## config.mk

```make
export PLATFORM = sky130hd
export DESIGN_NAME = morse_stream_decoder_unit
export DESIGN_NICKNAME = d
export VERILOG_FILES = /design/src/rtl/msd_pkg.sv /design/src/rtl/morse_stream_decoder_unit.sv
export SDC_FILE = /design/constraint.sdc
export NUM_CORES = 1
export LEC_CHECK = 0
export BUFFER_PORTS_ARGS = -buffer_cell sky130_fd_sc_hd__buf_4
export CORE_UTILIZATION = 33
export DETAILED_ROUTE_END_ITERATION = 6
export GPL_TIMING_DRIVEN = 0
export HOLD_SLACK_MARGIN = 0.03
export PLACE_DENSITY = 0.55
export SYNTH_ARGS = -nofsm -noshare
export SYNTH_HDL_FRONTEND = slang
export SYNTH_SLANG_ARGS = --single-unit
```

## constraint.sdc

```tcl
create_clock -name clk -period 7.1 [get_ports clk]
set_input_delay 0.355 -clock clk [delete_from_list [all_inputs] [get_ports clk]]
set_output_delay 0.355 -clock clk [all_outputs]
set_load 0.01 [all_outputs]
```

## src/rtl/msd_pkg.sv

```systemverilog
// Package for the Morse stream decoder: payload structs, symbol and status codes,
// and the letter lookup for the dot/dash tree.
// No dependencies; used by morse_stream_decoder_unit.
`default_nettype none

package msd_pkg;

  localparam int unsigned MAX_MARKS = 4;
  localparam int unsigned TREE_SIZE = 29;
  localparam logic [5:0]  IDX_OUT   = 6'd63;

  localparam logic [15:0] CAP_RESET = 16'd256;

  localparam logic        KIND_CHAR = 1'b0;
  localparam logic        KIND_EOM  = 1'b1;

  localparam logic [7:0]  CH_DOT    = 8'h2E;
  localparam logic [7:0]  CH_DASH   = 8'h2D;
  localparam logic [7:0]  CH_SPACE  = 8'h20;
  localparam logic [7:0]  CH_NONE   = 8'h00;

  localparam logic [1:0]  ST_OK       = 2'd0;
  localparam logic [1:0]  ST_INVALID  = 2'd1;
  localparam logic [1:0]  ST_OVERFLOW = 2'd2;

  localparam logic        REG_CAPACITY = 1'b0;

  typedef struct packed {
    logic       kind;
    logic [7:0] symbol;
  } in_item_t;

  typedef struct packed {
    logic [7:0] out_char;
    logic [1:0] status;
    logic       last;
  } out_item_t;

  // Letter at a tree position; zero where the node carries no letter.
  function automatic logic [7:0] letter_lookup(input logic [5:0] idx);
    logic [7:0] ch;
    case (idx)
      6'd1:    ch = "e";
      6'd2:    ch = "t";
      6'd3:    ch = "i";
      6'd4:    ch = "a";
      6'd5:    ch = "n";
      6'd6:    ch = "m";
      6'd7:    ch = "s";
      6'd8:    ch = "u";
      6'd9:    ch = "r";
      6'd10:   ch = "w";
      6'd11:   ch = "d";
      6'd12:   ch = "k";
      6'd13:   ch = "g";
      6'd14:   ch = "o";
      6'd15:   ch = "h";
      6'd16:   ch = "v";
      6'd17:   ch = "f";
      6'd19:   ch = "l";
      6'd21:   ch = "p";
      6'd22:   ch = "j";
      6'd23:   ch = "b";
      6'd24:   ch = "x";
      6'd25:   ch = "c";
      6'd26:   ch = "y";
      6'd27:   ch = "z";
      6'd28:   ch = "q";
      default: ch = 8'h00;
    endcase
    return ch;
  endfunction

endpackage

`default_nettype wire

```

## src/rtl/morse_stream_decoder_unit.sv

```systemverilog
// Morse stream decoder top level: tree walk, letter emission, error handling
// and a two-entry result buffer. Depends on msd_pkg.
`default_nettype none

// A result is registered into the output register, or the skid register when
// the output stalls. Throughput: one item per cycle while in_ready is high;
// the decode state updates in a single pass through the letter lookup and the
// capacity compare. A two-entry result buffer (output plus skid register) lets
// input keep flowing while the output stalls; in_ready drops only when both hold data.
// Reset (rst_n low, synchronous) clears the decode state and the buffer and
// sets out_capacity to 256.
module morse_stream_decoder_unit (
  input  wire logic               clk,
  input  wire logic               rst_n,
  input  wire logic               in_valid,
  output logic                    in_ready,
  input  wire msd_pkg::in_item_t  in_data,
  output logic                    out_valid,
  input  wire logic               out_ready,
  output msd_pkg::out_item_t      out_data,
  input  wire logic               psel,
  input  wire logic               penable,
  input  wire logic               pwrite,
  input  wire logic [2:0]         paddr,
  input  wire logic [31:0]        pwdata,
  output logic [31:0]             prdata,
  output logic                    pready
);

  logic [15:0] out_capacity_r;
  logic [5:0]  tree_index_r,    tree_index_nxt;
  logic [2:0]  mark_count_r,    mark_count_nxt;
  logic        after_letter_r,  after_letter_nxt;
  logic [15:0] chars_written_r, chars_written_nxt;
  logic        halted_r,        halted_nxt;

  msd_pkg::out_item_t out_item_r, skid_item_r, res_item;
  logic               out_valid_r, skid_valid_r;
  logic               res_valid;

  logic in_xfer, out_xfer, cfg_write;
  logic [7:0] cur_letter;
  logic [16:0] need;
  logic [6:0] next_idx;

  assign pready    = 1'b1;
  assign cfg_write = psel && penable && pwrite && pready;
  assign prdata    = (paddr[2] == msd_pkg::REG_CAPACITY) ? {16'd0, out_capacity_r} : 32'd0;

  always_ff @(posedge clk) begin
    if (!rst_n) begin
      out_capacity_r <= msd_pkg::CAP_RESET;
    end else if (cfg_write && paddr[2] == msd_pkg::REG_CAPACITY) begin
      out_capacity_r <= pwdata[15:0];
    end
  end

  assign in_ready  = !skid_valid_r;
  assign in_xfer   = in_valid && in_ready;
  assign out_valid = out_valid_r;
  assign out_data  = out_item_r;
  assign out_xfer  = out_valid_r && out_ready;

  assign cur_letter = msd_pkg::letter_lookup(tree_index_r);
  assign need       = {1'b0, chars_written_r} + 17'd2;
  assign next_idx   = {tree_index_r, 1'b0} +
                      ((in_data.symbol == msd_pkg::CH_DOT) ? 7'd1 : 7'd2);

  always_comb begin
    tree_index_nxt    = tree_index_r;
    mark_count_nxt    = mark_count_r;
    after_letter_nxt  = after_letter_r;
    chars_written_nxt = chars_written_r;
    halted_nxt        = halted_r;
    res_valid         = 1'b0;
    res_item.out_char = msd_pkg::CH_NONE;
    res_item.status   = msd_pkg::ST_OK;
    res_item.last     = 1'b1;

    if (in_data.kind == msd_pkg::KIND_EOM) begin
      tree_index_nxt    = 6'd0;
      mark_count_nxt    = 3'd0;
      after_letter_nxt  = 1'b0;
      chars_written_nxt = 16'd0;
      halted_nxt        = 1'b0;
      if (!halted_r) begin
        res_valid = 1'b1;
        if (out_capacity_r == 16'd0) begin
          res_item.status = msd_pkg::ST_OVERFLOW;
        end else if (cur_letter == msd_pkg::CH_NONE) begin
          res_item.status = msd_pkg::ST_INVALID;
        end else begin
          res_item.out_char = cur_letter;
        end
      end
    end else if (!halted_r) begin
      if (need > {1'b0, out_capacity_r}) begin
        res_valid       = 1'b1;
        res_item.status = msd_pkg::ST_OVERFLOW;
        halted_nxt      = 1'b1;
      end else if (mark_count_r > 3'(msd_pkg::MAX_MARKS)) begin
        res_valid       = 1'b1;
        res_item.status = msd_pkg::ST_INVALID;
        halted_nxt      = 1'b1;
      end else if (after_letter_r && in_data.symbol == msd_pkg::CH_SPACE) begin
        // Second space right after a letter is a word gap.
        after_letter_nxt  = 1'b0;
        chars_written_nxt = chars_written_r + 16'd1;
        res_valid         = 1'b1;
        res_item.out_char = msd_pkg::CH_SPACE;
        res_item.last     = 1'b0;
      end else begin
        after_letter_nxt = 1'b0;
        if (in_data.symbol == msd_pkg::CH_SPACE) begin
          res_valid = 1'b1;
          if (cur_letter == msd_pkg::CH_NONE) begin
            res_item.status = msd_pkg::ST_INVALID;
            halted_nxt      = 1'b1;
          end else begin
            chars_written_nxt = chars_written_r + 16'd1;
            tree_index_nxt    = 6'd0;
            mark_count_nxt    = 3'd0;
            after_letter_nxt  = 1'b1;
            res_item.out_char = cur_letter;
            res_item.last     = 1'b0;
          end
        end else if (in_data.symbol != msd_pkg::CH_DOT &&
                     in_data.symbol != msd_pkg::CH_DASH) begin
          res_valid       = 1'b1;
          res_item.status = msd_pkg::ST_INVALID;
          halted_nxt      = 1'b1;
        end else begin
          // Positions past the tree collapse to one out-of-range marker.
          if (tree_index_r >= 6'(msd_pkg::TREE_SIZE) ||
              next_idx >= 7'(msd_pkg::TREE_SIZE)) begin
            tree_index_nxt = msd_pkg::IDX_OUT;
          end else begin
            tree_index_nxt = next_idx[5:0];
          end
          if (mark_count_r != 3'd7) begin
            mark_count_nxt = mark_count_r + 3'd1;
          end
        end
      end
    end
  end

  always_ff @(posedge clk) begin
    if (!rst_n) begin
      tree_index_r    <= 6'd0;
      mark_count_r    <= 3'd0;
      after_letter_r  <= 1'b0;
      chars_written_r <= 16'd0;
      halted_r        <= 1'b0;
    end else if (in_xfer) begin
      tree_index_r    <= tree_index_nxt;
      mark_count_r    <= mark_count_nxt;
      after_letter_r  <= after_letter_nxt;
      chars_written_r <= chars_written_nxt;
      halted_r        <= halted_nxt;
    end
  end

  // Result buffer: the skid register fills only while the output register
  // is stalled, and it drains into the output register first.
  logic push, out_free;
  assign push     = in_xfer && res_valid;
  assign out_free = !out_valid_r || out_xfer;

  always_ff @(posedge clk) begin
    if (!rst_n) begin
      out_valid_r  <= 1'b0;
      skid_valid_r <= 1'b0;
    end else if (out_free) begin
      if (skid_valid_r) begin
        out_valid_r  <= 1'b1;
        skid_valid_r <= push;
      end else begin
        out_valid_r  <= push;
      end
    end else if (push) begin
      skid_valid_r <= 1'b1;
    end
  end

  always_ff @(posedge clk) begin
    if (out_free) begin
      if (skid_valid_r) begin
        out_item_r <= skid_item_r;
        if (push) begin
          skid_item_r <= res_item;
        end
      end else if (push) begin
        out_item_r <= res_item;
      end
    end else if (push) begin
      skid_item_r <= res_item;
    end
  end

  a_skid_implies_out: assert property (@(posedge clk) disable iff (!rst_n)
    skid_valid_r |-> out_valid_r)
    else $error("skid register holds a result while the output register is empty");

  a_error_halts: assert property (@(posedge clk) disable iff (!rst_n)
    (in_xfer && res_valid && res_item.last && in_data.kind == msd_pkg::KIND_CHAR)
    |=> halted_r)
    else $error("error result did not halt the message");

  a_index_range: assert property (@(posedge clk) disable iff (!rst_n)
    (tree_index_r < 6'(msd_pkg::TREE_SIZE)) || (tree_index_r == msd_pkg::IDX_OUT))
    else $error("tree index left its legal range");

  a_halted_silent: assert property (@(posedge clk) disable iff (!rst_n)
    (halted_r && in_xfer && in_data.kind == msd_pkg::KIND_CHAR) |-> !res_valid)
    else $error("halted message produced a result");

endmodule

`default_nettype wire

```

# ---- Word level (Yosys, flattened, before mapping)
# Memories as Yosys holds them, arrays and structs flattened. A register that Yosys moved wholly into a read port is not among the register bits.
# Cells that the tools add are included.
dict set report classes {
  n_addsub 4
  multipliers 0
  n_div 0
  magnitude_cmp 4
  eq_ne 13
  n_shift 0
  mux 82
  bitwise 1
  n_reduce_logical 23
}
# operator count
set op_table {}
lappend op_table {{$mux 16} 8}
lappend op_table {{$mux 11} 6}
lappend op_table {{$mux 8} 7}
lappend op_table {{$mux 6} 9}
lappend op_table {{$mux 1} 33}
lappend op_table {{$mux 3} 9}
lappend op_table {{$mux 10} 2}
lappend op_table {{$add 16x2->17 const B} 1}
lappend op_table {{$gt 17x16->1} 1}
lappend op_table {{$add 16x1->16 const B} 1}
lappend op_table {{$eq 8x6->1 const B} 2}
lappend op_table {{$logic_not 16->1} 1}
lappend op_table {{$ne 8x6->1 const B} 2}
lappend op_table {{$mux 2} 6}
lappend op_table {{$mux 5} 2}
lappend op_table {{$ne 2x2->1 const B} 5}
lappend op_table {{$ne 3x3->1 const B} 3}
lappend op_table {{$logic_and 1x1->1} 8}
lappend op_table {{$logic_not 8->1} 1}
lappend op_table {{$reduce_and 8->1} 1}
lappend op_table {{$add 7x2->7} 1}
lappend op_table {{$ge 7x5->1 const B} 1}
lappend op_table {{$reduce_and 7->1} 1}
lappend op_table {{$ge 6x5->1 const B} 1}
lappend op_table {{other kinds (11)} 15}
dict set report totals {
  ff_bits 67
  latchBits 0
  ramBits 0
  romBits 224
  input_bits 51
  out_inout_bits 46
  elab_cells 142
  n_memories 1
}
# memory depth word_bits rd rd_ports_with_merged_regs wr line_no
set memory_table {}
lappend memory_table {{(no name shown)} 32 7 1 1 0 msd_pkg.sv:42} ;# case (idx)

# ---- Logic depth before layout (Yosys ltp)
dict set report logic_depth {
  ltp_word 15
  mapped_depth 21
  ltp_nobuf 21
}

# ---- Worst setup path before layout
# Ideal clock, no wire load.
dict set report synth_path {
  path_type {input-to-reg}
  startpoint {input in_data[4] (netlist name)}
  endpoint {register with a tool-made name}
  setup_time_ns 0.095
  arrival_ns 4.301
  required_time_ns 7.005
  path_slack_ns 2.704
  path_stages 17
  n_path_buf 0
  cell_sequence {or4b_4 nor4_1 inv_1 ha_1 ha_1 and3_1 or2_2 a21o_1 a31o_2 o211ai_1 nor2_1 a31oi_1 inv_1 ha_1 o31a_1 o21bai_1 a221oi_1}
}
# item line_no
set synth_lines {}
lappend synth_lines {{start: declaration} morse_stream_decoder_unit.sv:17} ;# input wire msd_pkg::in_item_t in_data,

==> flow_metrics.py <==
metrics = {
    "run_status": {
        "run_status": "finished, final reports clean",
    },
    "cts": {
        "clkLatencyLatePin_ps": 340,
        "postCtsSetupRepairBufs": 0,
        "cts_root_buf": "sky130_fd_sc_hd__clkbuf_16",
        "clk_transition_reported_paths_ps": 60,
        "cts.path.max_buffers": 2,
        "clkSinkCount": 71,
        "tritoncts": "done",
        "cts.htree.levels": 3,
        "cts-hold-fix-buffers": 0,
        "ctsResizeCount": 0,
        "cts_made_buffers": 9,
    },
    "logic_synthesis": {
        "synth_enable_flop_cells": 20,
        "yosysWarningCount": 0,
        "synth.avg_cell_area_um2": 8.53,
        "ys_seq_elements": 71,
        "synth.yosys.seq_area_share": 0.352,
        "synthDistinctLibCells": 69,
        "postSynthCellCount": 541,
        "netlist_area_mm2": 0.00461,
        "async_reset_ff_frac": 0,
        "synth_ff_type": "sky130_fd_sc_hd__dfxtp_1",
    },
    "detailed_routing": {
        "initialDrtViolationCount": 288,
        "vias_per_cell": 4.89,
        "final_routed_wire_length_divided_by_cell_count_um": 13.5,
        "drcViolationCount": 0,
        "postRouteWirelength_mm": 10.9,
        "detail_route.first_pass.iterations": 4,
        "route.vias.total": 3955,
        "final_antenna_net_count": 0,
    },
    "layout": {
        "final_layout_size_suffix_gt1_frac": 0.215,
        "area_growth_pct": 22.7,
        "diodes": 0,
        "nFillCells": 1360,
        "number_of_nets_in_the_finished_design": 710,
        "seqCellArea_mm2": 0.00162,
        "multi_input_comb_area_mm2": 0.00268,
    },
    "power": {
        "leakage_nw": 2.30,
        "power.density_cell_area_mw_per_mm2": 179,
        "netSwitchingFraction": 0.231,
        "post_route_total_power_mw": 1.01,
        "power_frac_comb": 0.094,
        "ir_drop_mv": 0.130,
        "cellInternalPower_mw": 0.777,
        "clkPwrFrac": 0.480,
        "p_switching_mw": 0.234,
        "pwr-share-seq": 0.427,
    },
    "critical_path": {
        "crit_path_dat_ps": 5600,
        "critical_path_peak_fanout": 7,
        "rr_startpoint": "chars_written_r[3]",
        "worst_setup_end_kind": "register",
        "critical_path.startpoint": "chars_written_r[3]",
        "path_class": "reg -> reg",
        "timing.critical_path.max_delay_family": "compound AO/OA/AOI/OAI gates",
        "critical_path.n_buffers_inverters": 2,
        "start_kind": "register",
        "timing.critical_path.cells": "buf_2 > nand4_1 > or2_2 > nor2_1 > xor2_1 > ha_1 > nand4_1 > nor3_1 > a2111oi_0 > o211ai_1 > a211oi_2 > a21oi_2 > a31oi_1 > inv_1 > ha_1 > o31a_1 > o21bai_1 > a221oi_1",
        "required_time_at_the_endpoint_of_the_critical_path_ps": 7310,
        "cpPeakStageDelay_ps": 590,
        "critPathSlowestCell": "sky130_fd_sc_hd__a31oi_1",
    },
    "place": {
        "numPortBuffers": 59,
        "gpl.final_weighted_congestion": 0.852,
        "hpwlAfterDp_mm": 8.69,
    },
    "floorplanning": {
        "number_of_core_rows": 42,
        "fp.coreArea_mm2": 0.0135,
        "io-pin-count": 97,
        "dieArea_mm2": 0.0145,
        "die_w_um": 120,
        "start_util": 0.343,
        "fp.dieH_um": 120,
    },
    "timing": {
        "fmax_mhz": 185,
        "timing.final.hold_violations": 0,
        "fin_tns_setup_ps": 0,
        "timing_worst_slew_pin_value_ps": 835,
        "setup-violations-final": 0,
        "setup_repair_after_global_routing_missed_its_margin": "no",
        "fin_crit_sh": 0.759,
        "period_needed_ps": 5390,
        "timing.hold.ws_ps": 269,
        "final_max_slew_viol_count": 0,
        "final.setup_skew_ps": 7.28,
        "max-slew-margin-rel": 0.442,
    },
    "global_routing": {
        "grt_max_degree": 14,
        "first_global_vias": 3678,
        "antenna_found_initial": 0,
        "grt.total_usage": 0.155,
        "grt_first_pass_wirelength_mm": 17.9,
        "grt-ovfl-total": 0,
    },
    "job": {
        "maxCapViolations": 0,
    },
    "worst_hold_path": {
        "timing.hold.worst.start": "pwdata[8]",
        "worstHoldPathType": "in -> reg",
    },
}
[layout make-up]
| class | instances | share of cell area |
|---|---|---|
| clock inverter | 7 | 0.0172 |
| tap | 176 | 0.0389 |
| clock buffer | 9 | 0.0398 |
| inverter | 39 | 0.0259 |
| multi-input combinational | 410 | 0.474 |
| timing repair buffer | 59 | 0.0783 |
| buffer | 37 | 0.0391 |
| sequential | 71 | 0.287 |
[placed cells by master (no fill, tap or decap), types with 5 or more instances in the layout]
| cell | count |
|---|---|
| sky130_fd_sc_hd__a21o_1 | 5 |
| sky130_fd_sc_hd__a21oi_1 | 37 |
| sky130_fd_sc_hd__and2_1 | 9 |
| sky130_fd_sc_hd__and3_1 | 7 |
| sky130_fd_sc_hd__buf_4 | 78 |
| sky130_fd_sc_hd__clkbuf_1 | 14 |
| sky130_fd_sc_hd__clkbuf_16 | 9 |
| sky130_fd_sc_hd__conb_1 | 18 |
| sky130_fd_sc_hd__dfxtp_1 | 51 |
| sky130_fd_sc_hd__edfxtp_1 | 20 |
| sky130_fd_sc_hd__ha_1 | 32 |
| sky130_fd_sc_hd__inv_1 | 38 |
| sky130_fd_sc_hd__mux2_2 | 15 |
| sky130_fd_sc_hd__mux2i_1 | 10 |
| sky130_fd_sc_hd__nand2_1 | 70 |
| sky130_fd_sc_hd__nand2b_1 | 5 |
| sky130_fd_sc_hd__nand3_1 | 12 |
| sky130_fd_sc_hd__nand4_1 | 5 |
| sky130_fd_sc_hd__nor2_1 | 52 |
| sky130_fd_sc_hd__nor2b_1 | 5 |
| sky130_fd_sc_hd__nor3_1 | 6 |
| sky130_fd_sc_hd__nor4_1 | 7 |
| sky130_fd_sc_hd__o21ai_0 | 12 |
| sky130_fd_sc_hd__or3_1 | 9 |
| sky130_fd_sc_hd__xnor2_1 | 19 |
| sky130_fd_sc_hd__xor2_1 | 6 |
[worst min-delay path: cells and delay by family]
family	cells	cell delay (ps)
and+or+nand+nor	1	50
AOI/OAI and AO/OA	1	80
buffers and inverters	1	80
[layer usage]
layer  track usage  part of all wire  up-vias
met2         0.246              0.45       95
li1              -                 -     2028
met4        0.0548             0.015        0
met5             0                 0        -
met1         0.212              0.49     1822
met3        0.0269             0.045       10
[power groups by stage]
stage               Combinational, mW  Clock [mW]  Sequential [mW]
floorplan                      0.0551           0            0.441
global placement               0.0936           0            0.439
detailed placement             0.0948           0            0.440
CTS                            0.0952       0.493            0.431
global route                    0.105       0.512            0.432
finish                         0.0949       0.484            0.431
[synth_stat cells (3+ instances only)]
master	number	area (µm²)
sky130_fd_sc_hd__a21o_1	5	37.5
sky130_fd_sc_hd__a21oi_1	37	185
sky130_fd_sc_hd__a31oi_1	4	25.0
sky130_fd_sc_hd__and2_1	9	56.3
sky130_fd_sc_hd__and3_1	7	43.8
sky130_fd_sc_hd__buf_4	19	143
sky130_fd_sc_hd__clkbuf_1	14	52.6
sky130_fd_sc_hd__dfxtp_1	51	1020
sky130_fd_sc_hd__edfxtp_1	20	601
sky130_fd_sc_hd__ha_1	32	400
sky130_fd_sc_hd__inv_1	38	143
sky130_fd_sc_hd__mux2_2	15	169
sky130_fd_sc_hd__mux2i_1	10	100
sky130_fd_sc_hd__nand2_1	70	263
sky130_fd_sc_hd__nand2b_1	5	31.3
sky130_fd_sc_hd__nand3_1	12	60.1
sky130_fd_sc_hd__nand4_1	5	31.3
sky130_fd_sc_hd__nor2_1	52	195
sky130_fd_sc_hd__nor2b_1	5	31.3
sky130_fd_sc_hd__nor3_1	6	30.0
sky130_fd_sc_hd__nor3_2	3	30.0
sky130_fd_sc_hd__nor4_1	7	43.8
sky130_fd_sc_hd__nor4_2	3	37.5
sky130_fd_sc_hd__o211ai_1	4	30.0
sky130_fd_sc_hd__o21a_1	3	22.5
sky130_fd_sc_hd__o21ai_0	12	60.1
sky130_fd_sc_hd__o22ai_1	3	18.8
sky130_fd_sc_hd__or2_2	4	25.0
sky130_fd_sc_hd__or3_1	9	56.3
sky130_fd_sc_hd__or4_1	3	22.5
sky130_fd_sc_hd__xnor2_1	19	166
sky130_fd_sc_hd__xor2_1	6	52.6
[flip-flops by register name (all words and copies together) (netlist names), named ones only]
register	flops
after_letter_r	1
chars_written_r	16
halted_r	1
mark_count_r	3
out_capacity_r	16
out_data	10
out_valid	1
skid_item_r	10
skid_valid_r	1
tree_index_r	6
[worst paths after layout]
path         slack (ps)  depth (start not counted)                  to
min                 270                          3   out_capacity_r[8]
max                1710                         18            register
max reg2reg        1710                         18            register
min reg2reg         470                          2  out_capacity_r[13]
[cells by family after synthesis]
logic type | share of synthesized area
XOR/XNOR | 0.0475
multiplexers | 0.0613
flip-flops | 0.352
adder cells (fa/ha/maj) | 0.0868
AND/OR/NAND/NOR | 0.224
buffers and inverters | 0.0797
AO/OA/AOI/OAI | 0.147
other | 0.00163
[through the flow]
| step | cells | util | area (µm²) | setup WS [ps] |
|---|---|---|---|---|
| floorplan | 557 | - | 4670 | 2700 |
| global placement | 792 | 0.397 | 5340 | 1610 |
| detailed placement | 792 | 0.397 | 5340 | 1600 |
| CTS | 808 | 0.421 | 5660 | 1620 |
| global route | 808 | 0.421 | 5660 | 1150 |
| finish | 808 | 0.421 | 5660 | 1710 |
Power figures use the tool's default switching activity.
